## src/hdl/stq_pkg.sv

```systemverilog
// stq_pkg: shared types, sizes and codes for the sorted timer queue
// used by stq_core and sorted_timer_queue; depends on nothing else

package stq_pkg;

  // queue geometry
  localparam int CAPACITY  = 16;
  localparam int TIME_BITS = 32;
  localparam int ID_BITS   = 8;
  localparam int IDX_BITS  = $clog2(CAPACITY);
  localparam int CNT_BITS  = $clog2(CAPACITY + 1);

  // stream word layout
  localparam int FUNC_W      = 2;
  localparam int TID_W       = 8;
  localparam int TFIELD_W    = 32;
  localparam int STATUS_W    = 3;
  localparam int OUT_ID_W    = 8;
  localparam int S_TDATA_W   = 72;
  localparam int M_TDATA_W   = 8;
  localparam int TID_LO      = 0;
  localparam int EXP_LO      = TID_LO + TID_W;
  localparam int NOW_LO      = EXP_LO + TFIELD_W;

  typedef logic [ID_BITS-1:0]   id_t;
  typedef logic [TIME_BITS-1:0] tm_t;
  typedef logic [CNT_BITS-1:0]  cnt_t;

  typedef enum logic [FUNC_W-1:0] {
    FUNC_ADD    = 2'd0,
    FUNC_ADJUST = 2'd1,
    FUNC_DELETE = 2'd2,
    FUNC_TICK   = 2'd3
  } func_e;

  typedef enum logic [STATUS_W-1:0] {
    ST_DONE    = 3'd0,
    ST_FULL    = 3'd1,
    ST_UNKNOWN = 3'd2,
    ST_DUP     = 3'd3,
    ST_EXPIRED = 3'd4,
    ST_NONE    = 3'd5
  } status_e;

  typedef struct packed {
    id_t id;
    tm_t expiry;
  } entry_t;

  typedef struct packed {
    func_e func;
    id_t   id;
    tm_t   expiry;
    tm_t   now;
  } cmd_t;

  typedef struct packed {
    status_e               status;
    logic [OUT_ID_W-1:0]   id;
    logic                  last;
  } res_t;

endpackage

```

## src/hdl/stq_core.sv

```systemverilog
// stq_core: entry memory plus the sequencer that walks it for every operation
// depends on stq_pkg

module stq_core import stq_pkg::*; (
  input  logic clk_i,
  input  logic rst_ni,
  input  logic cmd_valid_i,
  input  cmd_t cmd_i,
  output logic cmd_ready_o,
  output logic res_valid_o,
  output res_t res_o,
  input  logic res_ready_i
);

  localparam logic [2:0] S_IDLE   = 3'd0;
  localparam logic [2:0] S_FIND   = 3'd1;
  localparam logic [2:0] S_SHIFT  = 3'd2;
  localparam logic [2:0] S_INSERT = 3'd3;
  localparam logic [2:0] S_PLACE  = 3'd4;
  localparam logic [2:0] S_TSCAN  = 3'd5;
  localparam logic [2:0] S_RESP   = 3'd6;

  localparam cnt_t ONE = cnt_t'(1);
  localparam cnt_t CAP = cnt_t'(CAPACITY);

  logic [2:0] state_q, state_d;
  cnt_t       idx_q, idx_d;
  cnt_t       k_q, k_d;
  cnt_t       count_q, count_d;
  status_e    st_q, st_d;
  func_e      func_q;
  id_t        id_q;
  tm_t        exp_q;
  tm_t        now_q;

  entry_t     mem [CAPACITY];
  entry_t     rdata_q;
  entry_t     wdata;
  entry_t     new_entry;
  cnt_t       raddr;
  cnt_t       waddr;
  logic       we;
  cnt_t       ins_base;
  logic       res_valid;
  res_t       res;

  assign new_entry = '{id: id_q, expiry: exp_q};
  // entries left once a removal pass completes
  assign ins_base  = count_q - k_q;

  // entry memory, one write and one registered read per cycle
  always_ff @(posedge clk_i) begin
    if (we) begin
      mem[waddr[IDX_BITS-1:0]] <= wdata;
    end
    rdata_q <= mem[raddr[IDX_BITS-1:0]];
  end

  // operation word captured at accept
  always_ff @(posedge clk_i) begin
    if (cmd_valid_i && state_q == S_IDLE) begin
      func_q <= cmd_i.func;
      id_q   <= cmd_i.id;
      exp_q  <= cmd_i.expiry;
      now_q  <= cmd_i.now;
    end
  end

  // sequencer
  always_comb begin
    state_d     = state_q;
    idx_d       = idx_q;
    k_d         = k_q;
    count_d     = count_q;
    st_d        = st_q;
    raddr       = idx_q;
    we          = 1'b0;
    waddr       = idx_q;
    wdata       = rdata_q;
    res_valid   = 1'b0;
    res         = '{status: ST_DONE, id: '0, last: 1'b0};
    cmd_ready_o = 1'b0;
    unique case (state_q)
      S_IDLE: begin
        cmd_ready_o = 1'b1;
        if (cmd_valid_i) begin
          idx_d   = '0;
          k_d     = '0;
          raddr   = '0;
          state_d = (cmd_i.func == FUNC_TICK) ? S_TSCAN : S_FIND;
        end
      end
      // linear search for the id, one entry a cycle
      S_FIND: begin
        if (idx_q >= count_q) begin
          if (func_q != FUNC_ADD) begin
            st_d    = ST_UNKNOWN;
            state_d = S_RESP;
          end else if (count_q == CAP) begin
            st_d    = ST_FULL;
            state_d = S_RESP;
          end else if (count_q == '0) begin
            idx_d   = '0;
            state_d = S_PLACE;
          end else begin
            idx_d   = count_q - ONE;
            raddr   = count_q - ONE;
            state_d = S_INSERT;
          end
        end else if (rdata_q.id == id_q) begin
          if (func_q == FUNC_ADD) begin
            st_d    = ST_DUP;
            state_d = S_RESP;
          end else begin
            k_d     = ONE;
            idx_d   = idx_q + ONE;
            raddr   = idx_q + ONE;
            state_d = S_SHIFT;
          end
        end else begin
          idx_d = idx_q + ONE;
          raddr = idx_q + ONE;
        end
      end
      // close a gap of k entries, reporting popped heads on a tick
      S_SHIFT: begin
        if (idx_q >= count_q) begin
          count_d = ins_base;
          if (func_q == FUNC_TICK) begin
            state_d = S_IDLE;
          end else if (func_q == FUNC_ADJUST) begin
            if (ins_base == '0) begin
              idx_d   = '0;
              state_d = S_PLACE;
            end else begin
              idx_d   = ins_base - ONE;
              raddr   = ins_base - ONE;
              state_d = S_INSERT;
            end
          end else begin
            st_d    = ST_DONE;
            state_d = S_RESP;
          end
        end else if (func_q == FUNC_TICK && idx_q < k_q) begin
          res_valid  = 1'b1;
          res.status = ST_EXPIRED;
          res.id     = OUT_ID_W'(rdata_q.id);
          res.last   = (idx_q == k_q - ONE);
          if (res_ready_i) begin
            idx_d = idx_q + ONE;
            raddr = idx_q + ONE;
          end
        end else begin
          we    = 1'b1;
          waddr = idx_q - k_q;
          wdata = rdata_q;
          idx_d = idx_q + ONE;
          raddr = idx_q + ONE;
        end
      end
      // walk back from the tail, moving later expiries up one slot
      S_INSERT: begin
        we    = 1'b1;
        waddr = idx_q + ONE;
        if (rdata_q.expiry > exp_q) begin
          wdata = rdata_q;
          if (idx_q == '0) begin
            state_d = S_PLACE;
          end else begin
            idx_d = idx_q - ONE;
            raddr = idx_q - ONE;
          end
        end else begin
          wdata   = new_entry;
          count_d = count_q + ONE;
          st_d    = ST_DONE;
          state_d = S_RESP;
        end
      end
      S_PLACE: begin
        we      = 1'b1;
        waddr   = idx_q;
        wdata   = new_entry;
        count_d = count_q + ONE;
        st_d    = ST_DONE;
        state_d = S_RESP;
      end
      // count the due entries at the head
      S_TSCAN: begin
        if (idx_q < count_q && rdata_q.expiry <= now_q) begin
          idx_d = idx_q + ONE;
          raddr = idx_q + ONE;
        end else if (idx_q == '0) begin
          st_d    = ST_NONE;
          state_d = S_RESP;
        end else begin
          k_d     = idx_q;
          idx_d   = '0;
          raddr   = '0;
          state_d = S_SHIFT;
        end
      end
      S_RESP: begin
        res_valid  = 1'b1;
        res.status = st_q;
        res.last   = 1'b1;
        if (res_ready_i) begin
          state_d = S_IDLE;
        end
      end
      default: begin
        state_d = S_IDLE;
      end
    endcase
  end

  // control state
  always_ff @(posedge clk_i or negedge rst_ni) begin
    if (!rst_ni) begin
      state_q <= S_IDLE;
      idx_q   <= '0;
      k_q     <= '0;
      count_q <= '0;
      st_q    <= ST_DONE;
    end else begin
      state_q <= state_d;
      idx_q   <= idx_d;
      k_q     <= k_d;
      count_q <= count_d;
      st_q    <= st_d;
    end
  end

  assign res_valid_o = res_valid;
  assign res_o       = res;

  // checks
  a_count_range: assert property (@(posedge clk_i) disable iff (!rst_ni)
    count_q <= CAP)
    else $error("entry count above capacity");

  a_gap_fits: assert property (@(posedge clk_i) disable iff (!rst_ni)
    (state_q == S_SHIFT) |-> (k_q <= count_q && k_q != '0))
    else $error("removal gap larger than the queue");

  a_insert_room: assert property (@(posedge clk_i) disable iff (!rst_ni)
    (state_q == S_INSERT || state_q == S_PLACE) |-> (count_q < CAP))
    else $error("insert into a full queue");

  a_pop_on_tick: assert property (@(posedge clk_i) disable iff (!rst_ni)
    (res_valid && res.status == ST_EXPIRED) |-> (func_q == FUNC_TICK))
    else $error("expired word outside a tick");

endmodule

```

## src/hdl/sorted_timer_queue.sv

```systemverilog
// sorted_timer_queue: stream wrapper with output register around stq_core
// depends on stq_pkg and stq_core
// every operation walks the entries held; a tick also waits on any output stall per popped word
// throughput: one operation at a time, bounded by the walk over the one-write, one-read entry memory
// reset: queue empty at once, no clearing pass; entry memory holds no reset value

module sorted_timer_queue import stq_pkg::*; (
  input  logic                 clk_i,
  input  logic                 rst_ni,
  input  logic                 s_axis_tvalid,
  output logic                 s_axis_tready,
  // [7:0] timer_id, [39:8] expire_time, [71:40] current_time
  input  logic [S_TDATA_W-1:0] s_axis_tdata,
  // [1:0] func
  input  logic [FUNC_W-1:0]    s_axis_tuser,
  output logic                 m_axis_tvalid,
  input  logic                 m_axis_tready,
  // [7:0] expired_id
  output logic [M_TDATA_W-1:0] m_axis_tdata,
  // [2:0] status
  output logic [STATUS_W-1:0]  m_axis_tuser,
  output logic                 m_axis_tlast
);

  cmd_t cmd;
  logic res_valid;
  res_t res;
  logic res_ready;
  logic out_valid_q;
  res_t out_q;

  // unpack the incoming word
  assign cmd.func   = func_e'(s_axis_tuser);
  assign cmd.id     = ID_BITS'(s_axis_tdata[TID_LO +: TID_W]);
  assign cmd.expiry = TIME_BITS'(s_axis_tdata[EXP_LO +: TFIELD_W]);
  assign cmd.now    = TIME_BITS'(s_axis_tdata[NOW_LO +: TFIELD_W]);

  stq_core u_core (
    .clk_i       (clk_i),
    .rst_ni      (rst_ni),
    .cmd_valid_i (s_axis_tvalid),
    .cmd_i       (cmd),
    .cmd_ready_o (s_axis_tready),
    .res_valid_o (res_valid),
    .res_o       (res),
    .res_ready_i (res_ready)
  );

  // output register
  assign res_ready = !out_valid_q || m_axis_tready;

  always_ff @(posedge clk_i or negedge rst_ni) begin
    if (!rst_ni) begin
      out_valid_q <= 1'b0;
    end else if (res_ready) begin
      out_valid_q <= res_valid;
    end
  end

  always_ff @(posedge clk_i) begin
    if (res_ready && res_valid) begin
      out_q <= res;
    end
  end

  assign m_axis_tvalid = out_valid_q;
  assign m_axis_tdata  = M_TDATA_W'(out_q.id);
  assign m_axis_tuser  = out_q.status;
  assign m_axis_tlast  = out_q.last;

endmodule
```

## config.mk

```make
export PLATFORM = sky130hd
export DESIGN_NAME = sorted_timer_queue
export DESIGN_NICKNAME = d
export VERILOG_FILES = /design/src/hdl/stq_pkg.sv /design/src/hdl/stq_core.sv /design/src/hdl/sorted_timer_queue.sv
export SDC_FILE = /design/constraint.sdc
export NUM_CORES = 1
export LEC_CHECK = 0
export ABC_AREA = 1
export BUFFER_PORTS_ARGS = -buffer_cell sky130_fd_sc_hd__buf_2
export CAP_MARGIN = 20
export CORE_MARGIN = 2
export CORE_UTILIZATION = 45
export CTS_CLUSTER_SIZE = 30
export DETAILED_ROUTE_END_ITERATION = 7
export PLACE_DENSITY = 0.71
export SYNTH_ARGS = -nofsm -noshare
export SYNTH_HDL_FRONTEND = slang
export SYNTH_SLANG_ARGS = --single-unit
```

## constraint.sdc

```tcl
create_clock -name clk_i -period 6.42 [get_ports clk_i]
set_clock_uncertainty 0.05 [all_clocks]
set_input_delay 1.284 -clock clk_i [delete_from_list [all_inputs] [get_ports clk_i]]
set_output_delay 1.284 -clock clk_i [all_outputs]
set_load 0.01 [all_outputs]
```

[Word level (Yosys, flattened, before mapping)]
Memories as Yosys holds them, arrays and structs flattened. A register that Yosys moved wholly into a read port is not among the register bits.
Cells that the tools add are included.
Storage, ports and cells
  latch bits: 0
  word-level logic and storage cells: 169
  bits in writable memories: 640
  input port bits: 78
  memories kept: 1
  bits in read-only memories: 0
  output and inout bits: 14
  flip-flop bits (word level): 108
Memory list
  u_core.mem: words 16, width 40, read ports 1, clocked after memory_dff 1, wr ports 1, RTL line stq_core.sv:36  | entry_t mem [CAPACITY];
Cells by class
  reductions and logical operators: 23
  multiplexer cells: 85
  add/sub/neg operators: 8
  equal/unequal tests: 32
  shift operators: 0
  divide/modulo/power cells: 0
  $mul: 0
  order comparisons: 5
  bitwise operators: 2
Operators by type and width (count)
  $mux 5: 25
  $mux 3: 28
  $pmux 40 s2: 1
  $mux 4: 10
  $mux 40: 1
  $gt 32x32->1: 1
  $le 32x32->1: 1
  $pmux 5 s3: 2
  $pmux 5 s5: 1
  $mux 12: 2
  $pmux 3 s7: 1
  $pmux 4 s5: 1
  $sub 5x1->5 const B: 4
  $ne 2x2->1 const B: 9
  $logic_not 5->1: 3
  $ne 3x3->1 const B: 5
  $pmux 3 s5: 1
  $add 5x1->5 const B: 2
  $lt 5x5->1: 2
  $reduce_and 10->1: 1
  $reduce_bool 5->1: 2
  $eq 3x3->1 const B: 3
  $eq 8x8->1: 1
  $pmux 4 s2: 1
  other kinds (29): 47

[Logic depth before layout (Yosys ltp)]
  depth in word-level cells: 7
  mapped depth: 27
  depth with buffers taken out: 25

[Modules after synthesis]
Synthesis repeated with hierarchy kept, for this count alone.
Second synthesis, totals
  cells, all modules: 3174
  area, all modules: 34745.8 µm²
By module, submodules not included
  stq_core: seq. area each 22766.8 µm², times used 1, area each 34340.4 µm², cells an instance 3156
  sorted_timer_queue: seq. area each 385.4 µm², times used 1, area each 405.4 µm², cells an instance 18

[Worst setup path before layout]
No wires, ideal clock.
  path type: input port to flip-flop
  start: input port s_axis_tvalid
  end: register u_core.exp_q[0], enable pin
  path slack: 1.424 ns
  path buffers: 0
  stages on the path: 2
  data arrival time: 4.440 ns
  library setup time: 0.507 ns
  data required time: 5.863 ns
  cells stage by stage: inv_1 > nor2_1
On the way
  longest elaborated chain between the ends: 1
Ends and longest elaborated chain
  start: declaration: RTL line sorted_timer_queue.sv:10  | input logic s_axis_tvalid,
  $logic_and 1x1->1: RTL line stq_core.sv:61  | if (cmd_valid_i && state_q == S_IDLE) begin
  end signal: assignment: RTL line stq_core.sv:64  | exp_q <= cmd_i.expiry;
  end: declaration: RTL line stq_core.sv:33  | tm_t exp_q;
No other way between the ends.
A chain may end at the register's enable or synchronous reset.

[Final worst setup path]
  start: register u_core.now_q[31]
  end: register, netlist name u_core.rdata_q[23]
On the way
  longest elaborated chain between the ends: 4
Ends and longest elaborated chain
  start: declaration: RTL line stq_core.sv:34  | tm_t now_q;
  start signal: assignment: RTL line stq_core.sv:65  | now_q <= cmd_i.now;
  $le 32x32->1: RTL line stq_core.sv:190  | if (idx_q < count_q && rdata_q.expiry <= now_q) begin
  $logic_and 1x1->1: RTL line stq_core.sv:190
  $mux 5: RTL line stq_core.sv:190
  $pmux 4 s5: RTL line stq_core.sv:83  | unique case (state_q)
No other way between the ends.

==> out/qor.yml <==
floorplanning:
  fp.dieH_um: 288
  rows: 104
  start_util_pct: 45.3
  ios: 92
  die_area_um2: 83000
  die_width_um: 288
  core_um2: 80200
finish:
  mostFrequentLayoutCells: "nand2_1 (804), nand3_1 (762), edfxtp_1 (726)"
  final_cell_count_no_fill: 4763
  drive_above_1_share_pct: 9.21
  mostFrequentLayoutCell: "nand2_1"
  syn_to_final_growth_pct: 12.8
  num-fill-cells: 7006
  final_util_pct: 51.1
  layout.nets: 3797
  regArea_um2: 23200
  multiInputGateArea_um2: 10400
timing:
  fin_crit_sh_pct: 82.0
  hold_violations: 0
  whs_ns: 0.493
  finalSetupTns_ns: 0
  post-route-min-period_ns: 5.26
  tightest_slew_ns: 1.13
  drv_slew: 0
  setup_viol: 0
  rsz0062_at_grt: "false"
  fmax_mhz: 190
  worst_slew_margin_rel_pct: 24.1
clock_network:
  cts_hold_buf: 0
  clkTransAtPathRegs_ns: 0.06
  htreeDepth: 3
  clkLatencyLatePin_ns: 0.65
  cts_sinks: 788
  cts_root_buf: "clkbuf_16"
  cts_tree: "done"
  cts_resized: 0
  numCtsBuffers: 82
  cts_buffer_depth: 3
  post_cts_buffers: 0
place:
  dpl.hpwl_um: 51600
  finalWeightedCongestion: 0.937
  port_buffers: 91
  dp.cells: 4601
run:
  max_cap_violations: 0
critical_path:
  slowest_delay_ns: 0.76
  crit_top_cell: "nand2_1"
  cp.required_ns: 6.90
  path_cells: "inv_1 > ha_1 > nand2_1 > nor2_1 > nand2_1 > nor4_1 > nand2_1 > nand2_1 > nand2_1 > nand2_1 > nand2_1 > nand3_1 > nand3_4 > nand2_8 > buf_4 > nand2_1 > nand3_1 > nand3_1 > nand3_1 > nand2_1"
  cp_max_fo: 99
  crit_family: "simple AND/OR/NAND/NOR gates"
  startpoint_type: "register"
  critPathBufInv: 2
  crit_slowest_cell: "nor4_1"
  worstSetupPathType: "register to register"
  critPathArrivalTime_ns: 5.74
  r2r_setup_slack_ns: 1.16
  endpoint_kind: "register"
synthesis:
  synth_fp_nets: 3715
  synth-seq-cells: 788
  yosysSeqAreaShare_pct: 63.7
  async_flop_share_pct: 2.79
  synthCells: 3550
  ys_types: 55
  syn-cell-area_um2: 36300
  synthFlopType: "edfxtp_1"
  ys_warn_count: 0
  synth_edf_count: 726
  avgSynthCellArea_um2: 10.2
detailed_routing:
  drt_iter0_drc: 2797
  route.detailed.drc: 0
  post_drt_wl_per_cell_um: 19.8
  detail-route-antenna-nets: 0
  vias_per_cell: 5.42
  drtPass1Iterations: 6
  wl_um: 94200
  vias: 25800
global_route:
  grt_max_degree: 170
  track_usage_pct: 22.7
  antenna_found_initial: 2
  grt_overflow: 0
  grt_pass1_vias: 24600
  grt_pass1_wl_um: 144000
outcome:
  status: "completed"
worst_hold_path:
  hold_class: "register to register"
-- Yosys cell counts (3+ instances only) --
library cell	number	area share, %
a21oi_1	63	0.87
a31oi_1	9	0.16
buf_1	7	0.072
buf_2	65	0.90
buf_4	33	0.68
buf_6	11	0.34
clkbuf_1	65	0.67
clkinv_1	5	0.052
dfrtp_1	22	1.5
dfxtp_1	40	2.2
edfxtp_1	726	60
ha_1	85	2.9
inv_1	510	5.3
inv_2	8	0.083
nand2_1	807	8.3
nand3_1	762	11
nand3_2	4	0.11
nand3b_1	44	0.91
nand4_1	14	0.24
nor2_1	94	0.97
nor3_1	7	0.096
o211ai_1	8	0.17
o21a_1	6	0.12
o21ai_0	89	1.2
o221ai_1	3	0.072
o22ai_1	7	0.12
xnor2_1	9	0.22
xor2_1	14	0.34
-- metrics by stage --
step	cell area (µm²)	setup slack [ns]
6_report	41000	1.16
5_1_grt	40900	0.821
4_1_cts	40900	1.15
3_5_place_dp	38200	1.20
3_3_place_gp	38200	1.14
2_1_floorplan	36300	1.42
-- cell type report --
class                           instances  area share (%)
Timing Repair Buffer                  180            3.31
Multi-Input combinational cell       2057            25.5
Inverter                              523            4.81
Antenna cell                            2          0.0122
Sequential cell                       788            56.5
Clock buffer                          106            5.38
Clock inverter                         47            1.26
Tap cell                             1060            3.24
-- layer usage --
metal,up-vias,share of wire [%],track usage (%)
li1,12200,-,-
met1,12300,41,31.0
met2,1185,47,36.9
met3,197,8.9,3.80
met4,0,3.2,7.90
met5,-,0,0
-- worst paths after layout --
| check | depth (start not counted) | start | endpoint |
|---|---|---|---|
| worst min register to register | 2 | u_core.st_q[2] | u_core.st_q[2] |
| min in group asynchronous | 1 | rst_ni | u_core.state_q[2] |
| worst min-delay path | 2 | u_core.st_q[2] | u_core.st_q[2] |
| worst max register to register | 20 | u_core.now_q[31] | u_core.rdata_q[23] |
| max in group asynchronous | 1 | rst_ni | u_core.k_q[0] |
| worst max-delay path | 20 | u_core.now_q[31] | u_core.rdata_q[23] |
-- logic make-up (layout without fill, tap and decap cells) --
family	count (synthesis)	count (layout)	synth area share, %
AND/OR/NAND/NOR	1743	1743	21.4
flip-flops	788	788	63.7
buffers and inverters	705	856	8.08
AO/OA/AOI/OAI	203	203	3.14
adder cells (fa/ha/maj)	87	87	3.04
XOR/XNOR	24	24	0.599
other	0	2	0
-- flip-flops by register name, summed over array words and instances (netlist names) --
signal          cells
u_core.mem        640
u_core.rdata_q     40
u_core.exp_q       32
u_core.now_q       32
m_axis_tdata        8
u_core.id_q         8
u_core.count_q      5
u_core.idx_q        5
u_core.k_q          5
m_axis_tuser        3
u_core.st_q         3
u_core.state_q      3
u_core.func_q       2
m_axis_tlast        1
m_axis_tvalid       1
-- tightest hold or removal path, stage by stage (launching register included) --
cell	delay [ns]
dfrtp_1	0.36
inv_1	0.06
o21ai_0	0.08
Power is not shown: default switching activity piles up to over one toggle a cycle in this logic, so the estimate is an artifact.
